--- src/sv/dq_pkg.sv ---
`timescale 1ns / 1ps
// ----------------------------------------------------------------------------
// dq_pkg
// Shared widths, opcodes, status codes and sequencer states of the deque.
// ----------------------------------------------------------------------------
package dq_pkg;

  localparam int unsigned DepthDefault = 64;
  localparam int unsigned DataW        = 64;
  localparam int unsigned OpW          = 3;
  localparam int unsigned PosW         = 6;
  localparam int unsigned StatusW      = 3;
  localparam int unsigned CountOutW    = 7;

  typedef enum logic [OpW-1:0] {
    OP_PUSH_FRONT = 3'd0,
    OP_POP_FRONT  = 3'd1,
    OP_PUSH_BACK  = 3'd2,
    OP_POP_BACK   = 3'd3,
    OP_READ       = 3'd4,
    OP_REPLACE    = 3'd5
  } op_e;

  typedef enum logic [StatusW-1:0] {
    ST_OK       = 3'd0,
    ST_FULL     = 3'd1,
    ST_EMPTY    = 3'd2,
    ST_RANGE    = 3'd3,
    ST_NOTFOUND = 3'd4
  } status_e;

  typedef enum logic [4:0] {
    S_IDLE   = 5'b00001,
    S_EXEC   = 5'b00010,
    S_RDWAIT = 5'b00100,
    S_SCAN   = 5'b01000,
    S_DONE   = 5'b10000
  } state_e;

endpackage

--- src/sv/bounded_deque_with_search_replace_unit.sv ---
`timescale 1ns / 1ps
// ----------------------------------------------------------------------------
// bounded_deque_with_search_replace_unit
// Bounded deque of signed 64-bit words in a ring buffer, with indexed read
// and search-and-replace from the front.
// ----------------------------------------------------------------------------
// One word is taken at a time; each returns one result word. Pushes, pops
// and no-op codes pass through the execute and done states to the output
// register, an indexed read adds a wait state for the registered memory
// read, and a replace adds a scan that reads one ring entry per cycle
// through the single read port, up to the element count. The next word
// is accepted in the cycle after the output register loads. A new word
// is accepted while a finished result still waits at the output.
// ----------------------------------------------------------------------------
module bounded_deque_with_search_replace_unit #(
  parameter int unsigned DEPTH = dq_pkg::DepthDefault
) (
  input  logic                                clk_i,
  input  logic                                rst_ni,
  input  logic                                in_valid_i,
  output logic                                in_ready_o,
  input  logic [dq_pkg::OpW-1:0]              opcode_i,
  input  logic signed [dq_pkg::DataW-1:0]     value_i,
  input  logic signed [dq_pkg::DataW-1:0]     new_value_i,
  input  logic [dq_pkg::PosW-1:0]             position_i,
  output logic                                out_valid_o,
  input  logic                                out_ready_i,
  output logic [dq_pkg::StatusW-1:0]          status_o,
  output logic signed [dq_pkg::DataW-1:0]     read_value_o,
  output logic [dq_pkg::CountOutW-1:0]        element_count_o
);

  localparam int unsigned AW    = $clog2(DEPTH);
  localparam int unsigned CW    = $clog2(DEPTH + 1);
  localparam int unsigned PW    = (CW > dq_pkg::PosW) ? CW : dq_pkg::PosW;
  localparam int unsigned DW    = dq_pkg::DataW;
  localparam int unsigned OutCW = dq_pkg::CountOutW;

  dq_pkg::state_e              state_q, state_d;
  logic [dq_pkg::OpW-1:0]      op_q, op_d;
  logic [DW-1:0]               val_q, val_d;
  logic [DW-1:0]               nval_q, nval_d;
  logic [dq_pkg::PosW-1:0]     pos_q, pos_d;
  logic [AW-1:0]               front_q, front_d;
  logic [CW-1:0]               count_q, count_d;
  logic [CW-1:0]               idx_q, idx_d;
  logic [AW-1:0]               scan_slot_q, scan_slot_d;
  dq_pkg::status_e             res_status_q, res_status_d;
  logic [DW-1:0]               res_read_q, res_read_d;
  logic                        out_valid_q, out_valid_d;
  dq_pkg::status_e             out_status_q, out_status_d;
  logic [DW-1:0]               out_read_q, out_read_d;
  logic [OutCW-1:0]            out_count_q, out_count_d;

  logic [CW-1:0]               offset;
  logic [AW-1:0]               slot_sum;
  logic [AW-1:0]               front_dec;
  logic [CW-1:0]               idx_next;
  logic                        full;
  logic                        empty;
  logic                        mem_we;
  logic [AW-1:0]               mem_waddr;
  logic [DW-1:0]               mem_wdata;
  logic [DW-1:0]               mem_rdata;

  assign full      = (count_q == CW'(DEPTH));
  assign empty     = (count_q == '0);
  assign front_dec = (front_q == '0) ? AW'(DEPTH - 1) : front_q - AW'(1);
  assign idx_next  = CW'(idx_q + CW'(1));

  always_comb begin
    offset = '0;
    if (state_q == dq_pkg::S_SCAN) begin
      offset = idx_next;
    end else begin
      case (dq_pkg::op_e'(op_q))
        dq_pkg::OP_POP_FRONT: offset = CW'(1);
        dq_pkg::OP_PUSH_BACK: offset = count_q;
        dq_pkg::OP_READ:      offset = CW'(pos_q);
        default:              offset = '0;
      endcase
    end
  end

  dq_slot #(
    .DEPTH(DEPTH)
  ) u_slot (
    .base_i  (front_q),
    .offset_i(offset),
    .slot_o  (slot_sum)
  );

  dq_ram #(
    .DEPTH(DEPTH),
    .WIDTH(DW)
  ) u_ram (
    .clk_i  (clk_i),
    .we_i   (mem_we),
    .waddr_i(mem_waddr),
    .wdata_i(mem_wdata),
    .raddr_i(slot_sum),
    .rdata_o(mem_rdata)
  );

  always_comb begin
    state_d      = state_q;
    op_d         = op_q;
    val_d        = val_q;
    nval_d       = nval_q;
    pos_d        = pos_q;
    front_d      = front_q;
    count_d      = count_q;
    idx_d        = idx_q;
    scan_slot_d  = scan_slot_q;
    res_status_d = res_status_q;
    res_read_d   = res_read_q;
    out_valid_d  = out_valid_q;
    out_status_d = out_status_q;
    out_read_d   = out_read_q;
    out_count_d  = out_count_q;
    mem_we       = 1'b0;
    mem_waddr    = scan_slot_q;
    mem_wdata    = val_q;

    if (out_ready_i) begin
      out_valid_d = 1'b0;
    end

    case (state_q)
      dq_pkg::S_IDLE: begin
        if (in_valid_i) begin
          op_d    = opcode_i;
          val_d   = value_i;
          nval_d  = new_value_i;
          pos_d   = position_i;
          state_d = dq_pkg::S_EXEC;
        end
      end
      dq_pkg::S_EXEC: begin
        res_read_d   = '0;
        res_status_d = dq_pkg::ST_OK;
        state_d      = dq_pkg::S_DONE;
        case (dq_pkg::op_e'(op_q))
          dq_pkg::OP_PUSH_FRONT: begin
            if (full) begin
              res_status_d = dq_pkg::ST_FULL;
            end else begin
              mem_we    = 1'b1;
              mem_waddr = front_dec;
              front_d   = front_dec;
              count_d   = count_q + CW'(1);
            end
          end
          dq_pkg::OP_POP_FRONT: begin
            if (empty) begin
              res_status_d = dq_pkg::ST_EMPTY;
            end else begin
              front_d = slot_sum;
              count_d = count_q - CW'(1);
            end
          end
          dq_pkg::OP_PUSH_BACK: begin
            if (full) begin
              res_status_d = dq_pkg::ST_FULL;
            end else begin
              mem_we    = 1'b1;
              mem_waddr = slot_sum;
              count_d   = count_q + CW'(1);
            end
          end
          dq_pkg::OP_POP_BACK: begin
            if (empty) begin
              res_status_d = dq_pkg::ST_EMPTY;
            end else begin
              count_d = count_q - CW'(1);
            end
          end
          dq_pkg::OP_READ: begin
            if (PW'(pos_q) >= PW'(count_q)) begin
              res_status_d = dq_pkg::ST_RANGE;
            end else begin
              state_d = dq_pkg::S_RDWAIT;
            end
          end
          dq_pkg::OP_REPLACE: begin
            if (empty) begin
              res_status_d = dq_pkg::ST_NOTFOUND;
            end else begin
              idx_d       = '0;
              scan_slot_d = slot_sum;
              state_d     = dq_pkg::S_SCAN;
            end
          end
          default: begin
          end
        endcase
      end
      dq_pkg::S_RDWAIT: begin
        res_read_d = mem_rdata;
        state_d    = dq_pkg::S_DONE;
      end
      dq_pkg::S_SCAN: begin
        if (mem_rdata == val_q) begin
          mem_we       = 1'b1;
          mem_waddr    = scan_slot_q;
          mem_wdata    = nval_q;
          res_status_d = dq_pkg::ST_OK;
          state_d      = dq_pkg::S_DONE;
        end else if (idx_next == count_q) begin
          res_status_d = dq_pkg::ST_NOTFOUND;
          state_d      = dq_pkg::S_DONE;
        end else begin
          idx_d       = idx_next;
          scan_slot_d = slot_sum;
        end
      end
      dq_pkg::S_DONE: begin
        if (!out_valid_q || out_ready_i) begin
          out_valid_d  = 1'b1;
          out_status_d = res_status_q;
          out_read_d   = res_read_q;
          out_count_d  = OutCW'(count_q);
          state_d      = dq_pkg::S_IDLE;
        end
      end
      default: begin
        state_d = dq_pkg::S_IDLE;
      end
    endcase
  end

  always_ff @(posedge clk_i or negedge rst_ni) begin
    if (!rst_ni) begin
      state_q     <= dq_pkg::S_IDLE;
      front_q     <= '0;
      count_q     <= '0;
      out_valid_q <= 1'b0;
    end else begin
      state_q     <= state_d;
      front_q     <= front_d;
      count_q     <= count_d;
      out_valid_q <= out_valid_d;
    end
  end

  always_ff @(posedge clk_i) begin
    op_q         <= op_d;
    val_q        <= val_d;
    nval_q       <= nval_d;
    pos_q        <= pos_d;
    idx_q        <= idx_d;
    scan_slot_q  <= scan_slot_d;
    res_status_q <= res_status_d;
    res_read_q   <= res_read_d;
    out_status_q <= out_status_d;
    out_read_q   <= out_read_d;
    out_count_q  <= out_count_d;
  end

  assign in_ready_o      = (state_q == dq_pkg::S_IDLE);
  assign out_valid_o     = out_valid_q;
  assign status_o        = out_status_q;
  assign read_value_o    = out_read_q;
  assign element_count_o = out_count_q;

  assert property (@(posedge clk_i) disable iff (!rst_ni)
    count_q <= CW'(DEPTH))
    else $error("element count above depth");

  assert property (@(posedge clk_i) disable iff (!rst_ni)
    front_q < AW'(DEPTH) || DEPTH == (1 << AW))
    else $error("front slot outside ring");

  assert property (@(posedge clk_i) disable iff (!rst_ni)
    in_valid_i && in_ready_o |=> state_q == dq_pkg::S_EXEC)
    else $error("accepted word not executed");

  assert property (@(posedge clk_i) disable iff (!rst_ni)
    out_valid_o && status_o != dq_pkg::ST_OK |-> read_value_o == '0)
    else $error("read value set on failed operation");

  assert property (@(posedge clk_i) disable iff (!rst_ni)
    state_q == dq_pkg::S_SCAN |-> idx_q < count_q)
    else $error("scan index past element count");

endmodule

--- src/sv/dq_ram.sv ---
`timescale 1ns / 1ps
// ----------------------------------------------------------------------------
// dq_ram
// Ring storage: one write port, one read port with registered read data.
// ----------------------------------------------------------------------------
module dq_ram #(
  parameter int unsigned DEPTH = dq_pkg::DepthDefault,
  parameter int unsigned WIDTH = dq_pkg::DataW,
  localparam int unsigned AW   = $clog2(DEPTH)
) (
  input  logic             clk_i,
  input  logic             we_i,
  input  logic [AW-1:0]    waddr_i,
  input  logic [WIDTH-1:0] wdata_i,
  input  logic [AW-1:0]    raddr_i,
  output logic [WIDTH-1:0] rdata_o
);

  logic [WIDTH-1:0] mem_q [DEPTH];
  logic [WIDTH-1:0] rdata_q;

  always_ff @(posedge clk_i) begin
    if (we_i) begin
      mem_q[waddr_i] <= wdata_i;
    end
    rdata_q <= mem_q[raddr_i];
  end

  assign rdata_o = rdata_q;

endmodule

--- src/sv/dq_slot.sv ---
`timescale 1ns / 1ps
// ----------------------------------------------------------------------------
// dq_slot
// Shared slot adder: base slot plus offset, wrapped modulo the ring depth.
// ----------------------------------------------------------------------------
module dq_slot #(
  parameter int unsigned DEPTH = dq_pkg::DepthDefault,
  localparam int unsigned AW   = $clog2(DEPTH),
  localparam int unsigned CW   = $clog2(DEPTH + 1)
) (
  input  logic [AW-1:0] base_i,
  input  logic [CW-1:0] offset_i,
  output logic [AW-1:0] slot_o
);

  logic [AW:0] sum;

  always_comb begin
    sum = (AW + 1)'(base_i) + (AW + 1)'(offset_i);
    if (sum >= (AW + 1)'(DEPTH)) begin
      slot_o = AW'(sum - (AW + 1)'(DEPTH));
    end else begin
      slot_o = AW'(sum);
    end
  end

endmodule

--- config.mk ---
export PLATFORM = sky130hd
export DESIGN_NAME = bounded_deque_with_search_replace_unit
export DESIGN_NICKNAME = d
export VERILOG_FILES = /design/src/sv/dq_pkg.sv /design/src/sv/bounded_deque_with_search_replace_unit.sv /design/src/sv/dq_ram.sv /design/src/sv/dq_slot.sv
export SDC_FILE = /design/constraint.sdc
export NUM_CORES = 2
export LEC_CHECK = 0
export BUFFER_PORTS_ARGS = -buffer_cell sky130_fd_sc_hd__buf_4
export CAP_MARGIN = 20
export CORE_ASPECT_RATIO = 1.75
export CORE_MARGIN = 8
export CORE_UTILIZATION = 51
export CTS_CLUSTER_DIAMETER = 40
export DETAILED_ROUTE_END_ITERATION = 12
export PLACE_DENSITY_LB_ADDON = 0.2
export SLEW_MARGIN = 15
export SYNTH_ARGS = -nofsm -noshare
export SYNTH_HDL_FRONTEND = slang
export SYNTH_SLANG_ARGS = --single-unit
--- constraint.sdc ---
create_clock -name clk_i -period 24.6 [get_ports clk_i]
set_input_delay 1.23 -clock clk_i [delete_from_list [all_inputs] [get_ports clk_i]]
set_output_delay 1.23 -clock clk_i [all_outputs]
set_load 0.05 [all_outputs]
# == After elaboration in Yosys (flattened, before gate mapping) ==
# Memories as Yosys holds them, arrays and structs flattened. A register that Yosys moved wholly into a read port is not among the register bits.
# Cells that the tools add are included.
# op_classes
mul,0
n_bitwise,0
eq_ne,24
n_lt_le_gt_ge,2
shift,0
mux,51
n_addsub,6
n_div,0
n_reduce_logical,18
# ops
op,n
2-to-1 mux 64 bit,2
one-hot mux 64 bit (2 select lines),1
== test 64 bit,1
2-to-1 mux 6 bit,10
2-to-1 mux 7 bit,7
one-hot mux 6 bit (2 select lines),3
2-to-1 mux 5 bit,6
one-hot mux 7 bit (2 select lines),2
one-hot mux 5 bit (5 select lines),1
one-hot mux 7 bit (3 select lines),1
"!= test 2 bit, second input constant",10
"adder 7 x 1 -> 7 bit, second input constant",2
one-hot mux 3 bit (4 select lines),1
"subtractor 6 x 1 -> 6 bit, second input constant",2
one-hot mux 5 bit (2 select lines),1
2-to-1 mux 1 bit,9
2-to-1 mux 3 bit,3
AND reduction 4 bit,2
nonzero test 2 bit,4
adder 6 x 7 -> 7 bit,1
== test 7 bit,1
"== test 7 bit, second input constant",1
greater-or-equal comparator 6 x 7 -> 1 bit,1
"greater-or-equal comparator 7 bit, second input constant",1
other kinds (22),28
# word_totals
ff_bits,310
romBits,0
memories,1
out_inout_bits,76
latch_bits,0
ram_bits,4096
# memory_table
memory,words,width,read_ports,rd_ports_with_merged_regs,write_ports,line_no,source
u_ram.mem_q,64,64,1,1,1,dq_ram.sv:19,logic [WIDTH-1:0] mem_q [DEPTH];

# == Longest topological paths before layout ==
# depth
word_depth,9
mapped_depth,18
depth_no_buf,16

# == By module ==
# A second synthesis with hierarchy kept.
# hier_totals
hier_cells,7385
hier_area_um2,169163.5
# modules_own_cells
module,area_per_inst_um2,cells_each,instances
dq_ram,156334.9,6598,1
bounded_deque_with_search_replace_unit,12642.1,768,1
dq_slot,186.4,19,1

# == Worst setup path after synthesis ==
# No wires, ideal clock.
# synth_timing
kind,reg-to-reg
start,reg op_q[1] in the netlist's numbering
end,mem u_ram.mem_q[57][0] in the netlist's numbering (enable)
period_less_slack_ps,8370
stages_incl_launch_ff,17
required_ps,24036
arrival_time_ps,7805
path_slack_ps,16230
path_buffers,2
path_cell_list,edfxtp_1 > clkbuf_1 > clkbuf_1 > and3_1 > a21oi_1 > o32ai_1 > a21o_1 > ha_1 > inv_1 > fa_1 > xor2_1 > inv_2 > o21ai_0 > a21oi_1 > mux2i_1 > a41oi_1 > nor3_1
# synth_between
elab_chain_cells,9
word_cells_on_any_way,18
cone_classes,add/sub (2); order compare (1); eq/ne (3); mux (10); reduce/logical (2)
# synth_rtl
element,line_no,source
from (decl),bounded_deque_with_search_replace_unit.sv:40,"logic [dq_pkg::OpW-1:0] op_q, op_d;"
from (signal assigned),bounded_deque_with_search_replace_unit.sv:247,op_q <= op_d;
"== test 3 bit, or another cell as far along",bounded_deque_with_search_replace_unit.sv:76,case (dq_pkg::op_e'(op_q))
one-hot mux 7 bit (3 select lines),bounded_deque_with_search_replace_unit.sv:76,
2-to-1 mux 7 bit,bounded_deque_with_search_replace_unit.sv:73,if (state_q == dq_pkg::S_SCAN) begin
adder 6 x 7 -> 7 bit,dq_slot.sv:19,sum = (AW + 1)'(base_i) + (AW + 1)'(offset_i);
subtractor 6 x 1 -> 6 bit / greater-or-equal comparator 7 bit (equally long branches),"dq_slot.sv:21, dq_slot.sv:20",
2-to-1 mux 6 bit,dq_slot.sv:20,if (sum >= (AW + 1)'(DEPTH)) begin
2-to-1 mux 6 bit,bounded_deque_with_search_replace_unit.sv:163,if (full) begin
one-hot mux 6 bit (2 select lines),bounded_deque_with_search_replace_unit.sv:143,case (dq_pkg::op_e'(op_q))
2-to-1 mux 6 bit,-,
to (decl),dq_ram.sv:19,
# Parallel ways exist; a longest one is shown, timed or not.

# == Worst setup path in the final report ==
# layout_timing
start,reg state_q[1]
end,mem u_ram.mem_q[0][28] in the netlist's numbering (enable)
# layout_between
elab_chain_cells,8
word_cells_on_any_way,13
cone_classes,add/sub (2); order compare (1); eq/ne (2); mux (8)
# layout_rtl
element,line_no,source
from (decl),bounded_deque_with_search_replace_unit.sv:39,"dq_pkg::state_e state_q, state_d;"
from (signal assigned),bounded_deque_with_search_replace_unit.sv:234,state_q <= dq_pkg::S_IDLE;
from (signal assigned),bounded_deque_with_search_replace_unit.sv:239,state_q <= state_d;
== test 5 x 4 -> 1 bit,"bounded_deque_with_search_replace_unit.sv:73, bounded_deque_with_search_replace_unit.sv:129",
2-to-1 mux 7 bit,bounded_deque_with_search_replace_unit.sv:73,
adder 6 x 7 -> 7 bit,dq_slot.sv:19,
subtractor 6 x 1 -> 6 bit / greater-or-equal comparator 7 bit (equally long branches),"dq_slot.sv:21, dq_slot.sv:20",
2-to-1 mux 6 bit,dq_slot.sv:20,
2-to-1 mux 6 bit,bounded_deque_with_search_replace_unit.sv:163,
one-hot mux 6 bit (2 select lines),bounded_deque_with_search_replace_unit.sv:143,
2-to-1 mux 6 bit,-,
# Parallel ways exist; a longest one is shown, timed or not.

==> results.md <==
* Run status: finished, final reports clean
* Htree depth at 5
* Ys async rst share at 0.004251
* DR pass1 iterations at 7
* YS warnings at 0
* Fin util at 0.5795
* Fillers at ~24000
* Worst reg2reg path depth at 17
* Die X at between 400 and 500 µm
* Pwr per Cell Area at 128.4 nW/µm²
* Post-CTS Setup Bufs at 0
* Worst min path class: input port to async pin
* Crit path cell chain: nor3_2, nand2_1, nor2_1, a21o_1, ha_4, inv_1, fa_4, xor2_4, buf_4, inv_8, o21ai_0, a21oi_1, mux2i_1, nand3_1, nor2_4, buf_4, buf_4
* EDFF count, synth at between 4000 and 5000
* CP Class: flip-flop to flip-flop
* Tcrit/Tclk final at 0.3129
* Crit path capture type: flip-flop
* Number of synthesized register bits at about 4500
* Buf+Inv Stages, Crit Path at 5
* Via count at just under 90000
* Post-synthesis net count at roughly 8100
* Root Driver: clkbuf_16
* Most frequent CP cell: buf_4
* Max_cap viols at 0
* DP HPWL at 266400 µm
* Critical path depth in cells at 17
* Mapped Area at roughly 170000 µm²
* Reg-to-Reg End: u_ram.mem_q[0][28]$_DFFE_PP_
* Die ar. at roughly 360000 µm²
* Fin. Hold Viols at 0
* Startpoint class of the critical path: flip-flop
* WP data arrival at about 8.3 ns
* Vias in the first global route at 88110
* Die H at 782.7 µm
* # clock sinks at ~4500
* Final GP Congestion at ~0.86
* Critical Path Start: state_q[1]$_DFFE_PN0P_
* Vias per cell at around 6.6
* Clk_lat worst skew at about 0.96 ns
* Main synth FF type: edfxtp_1
* CP Max Fanout at 90
* Slew HR at 0.1762
* Final Max Tran Viols at 0
* Clock Path Buffers at 4
* Final setup margin at about 17 ns
* RSZ-0062 raised after global routing: no
* Reg2reg start: state_q[1]$_DFFE_PN0P_
* Pin count of the biggest net entering global routing at 140
* Post-cts sizing count at 0
* Distinct cells, synth at between 60 and 70
* Share of post-route cells with drive strength above 1 at 0.2668
* LEAKAGE at between 60 and 70 nW
* Worst-path clk slew at approximately 0.070 ns
* Final setup vio count at 0
* Min Tclk post-route at a little under 8 ns
* Flop-to-flop setup slack at between 15 and 20 ns
* Port Buffers at 216
* Worst EP required at 25.17 ns
* Mapped Cells at approximately 8000
* Max VDD drop at between 0.15 and 0.2 mV
* Setup TNS at 0 ns
* GR Util All Layers at 0.2773
* Crit path max-delay family: simple AND/OR/NAND/NOR gates
* Area leader, netlist: edfxtp_1
* Sequential fraction of the synthesis area at 0.7792
* Largest cells by area after synthesis: edfxtp_1, mux4_2, nand2_1, and2_1, mux2i_1
* Congestion Overflow GR at 0
* Row cnt at around 280
* Fmax at around 130 MHz
* Top Ports at about 220
* Initial Utilization at 0.5124
* Area grow syn2layout at 13.11%
* CTS tree: built
* Worst-Margin Slew at around 1.2 ns
* Largest stage delay on the critical path at 0.78 ns
* Synth top area share at 0.7690
* Capture point of the critical path: u_ram.mem_q[0][28]$_DFFE_PP_
* Final Skew at between 0.07 and 0.08 ns
* TritonCTS buffer count at between 400 and 500
* # DRC at 0
* Syn avg cell area at between 20 and 25 µm²
* First-pass GRT wire length at 690900 µm
* Initial DRC count at between 10000 and 15000
* Placeable Area at between 300000 and 400000 µm²
* Pre-CTS setup slack at between 15 and 20 ns
* Post-route ant nets at 0
* Antenna violations before repair at 15
* Routed wire length at between 500000 and 600000 µm
* Total Nets Final at 8604
* Avg WL per Cell at ~38 µm
* Hold_buf cts at 0
* Worst path slowest cell: buf_4
==> cell usage after synthesis (10+ instances only) <==
library cell	count
nor2_1	51
xor2_1	10
inv_1	20
dfrtp_1	18
edfxtp_1	4387
mux2i_1	196
and2_1	320
a211oi_1	258
ha_1	19
buf_1	56
mux4_2	1024
buf_2	94
a21oi_1	22
nand4_1	17
mux2_2	68
xnor2_1	79
clkbuf_1	296
nand3_1	11
o21ai_0	15
nor3_1	55
dfxtp_1	64
nand2_1	536
a31oi_1	259
==> through the flow <==
step                instances  power (W)  cell area [µm²]  hold WS, ns
global placement        12390    0.01834           179300       0.4012
global route            13180    0.02574           193800       0.1714
finish                  13180    0.02489           193800       0.1747
floorplan                7975    0.01553           171300       0.4003
detailed placement      12390    0.01841           179400       0.4045
CTS                     13160    0.02497           193300       0.1188
==> metal layers <==
layer,up-vias,global-route usage,part of all wire
met1,47350,0.3557,0.36
met4,2,0.1193,0.052
li1,34020,-,-
met5,-,0,0.000030
met3,1024,0.04570,0.089
met2,5026,0.4716,0.50
==> worst register-to-register path, cell delays in order, from the launching register on <==
cell	delay (ns)
dfrtp_1	0.46
nor3_2	0.34
nand2_1	0.46
nor2_1	0.30
a21o_1	0.15
ha_4	0.14
inv_1	0.06
fa_4	0.51
xor2_4	0.16
buf_4	0.54
inv_8	0.41
o21ai_0	0.38
a21oi_1	0.13
mux2i_1	0.47
nand3_1	0.66
nor2_4	0.71
buf_4	0.55
buf_4	0.80
==> final cells by class <==
type                    instances  area, µm²  area share
clock buffers                 496      11030     0.05694
well taps                    4386       5488     0.02832
multi-input cells            3034      36560      0.1887
inverters                      22      90.09   0.0004649
flip-flops and latches       4470     133500      0.6889
repair buffers                495       4207     0.02171
diodes                         11      27.53   0.0001421
clock inverters               270       2879     0.01486
==> cell usage in the layout (no fill, tap or decap), types with 27 or more instances in the layout <==
master / synthesis / routed
clkbuf_1: 296 / 60
mux4_2: 1024 / 1024
bufinv_16: 0 / 41
edfxtp_1: 4387 / 4387
nor3_2: 1 / 49
buf_12: 0 / 28
buf_4: 1 / 460
clkinv_2: 0 / 59
clkinv_4: 0 / 27
mux2_4: 0 / 35
clkinvlp_4: 0 / 40
xnor2_1: 79 / 75
nand2_1: 536 / 535
nor2_1: 51 / 33
a211oi_1: 258 / 258
clkbuf_16: 0 / 427
a31oi_1: 259 / 259
clkinv_1: 0 / 41
mux2i_1: 196 / 196
inv_6: 0 / 38
mux2_2: 68 / 33
dfxtp_1: 64 / 64
and2_1: 320 / 319
==> flip-flops by register name, summed over array words and instances (netlist names) <==
| name | count |
|---|---|
| res_status_q | 3 |
| read_value_o | 64 |
| u_ram.mem_q | 4096 |
| op_q | 3 |
| front_q | 6 |
| scan_slot_q | 6 |
| nval_q | 64 |
| idx_q | 7 |
| pos_q | 6 |
| res_read_q | 64 |
| u_ram.rdata_o | 64 |
| status_o | 3 |
| val_q | 64 |
| element_count_o | 7 |
| state_q | 5 |
| out_valid_o | 1 |
| count_q | 7 |
==> worst min-delay path by stage <==
stage               slack, ns  cells after the start                          to
floorplan                0.40                      0   read_value_o[0]$_DFFE_PP_
global placement         0.40                      0  read_value_o[45]$_DFFE_PP_
detailed placement       0.40                      0  read_value_o[24]$_DFFE_PP_
CTS                      0.12                      1       out_valid_o$_DFF_PN0_
global route             0.17                      1       out_valid_o$_DFF_PN0_
finish                   0.17                      1      state_q[1]$_DFFE_PN0P_
==> cell families after synthesis <==
group,synth area share
AO/OA/AOI/OAI,0.02395
XOR/XNOR,0.004645
adder cells (fa/ha/maj),0.001621
buffers and inverters,0.01112
flip-flops,0.7792
multiplexers,0.1505
AND/OR/NAND/NOR,0.02891
==> power breakdown <==
part	leakage (nW)	switching (W)	total [W]	internal, W
sequential	40.3	0.000184	0.00910	0.00892
combinational	14.4	0.00542	0.00917	0.00375
clock	6.72	0.00294	0.00662	0.00368
total	61.5	0.00854	0.0249	0.0164
Power figures use the tool's default switching activity.
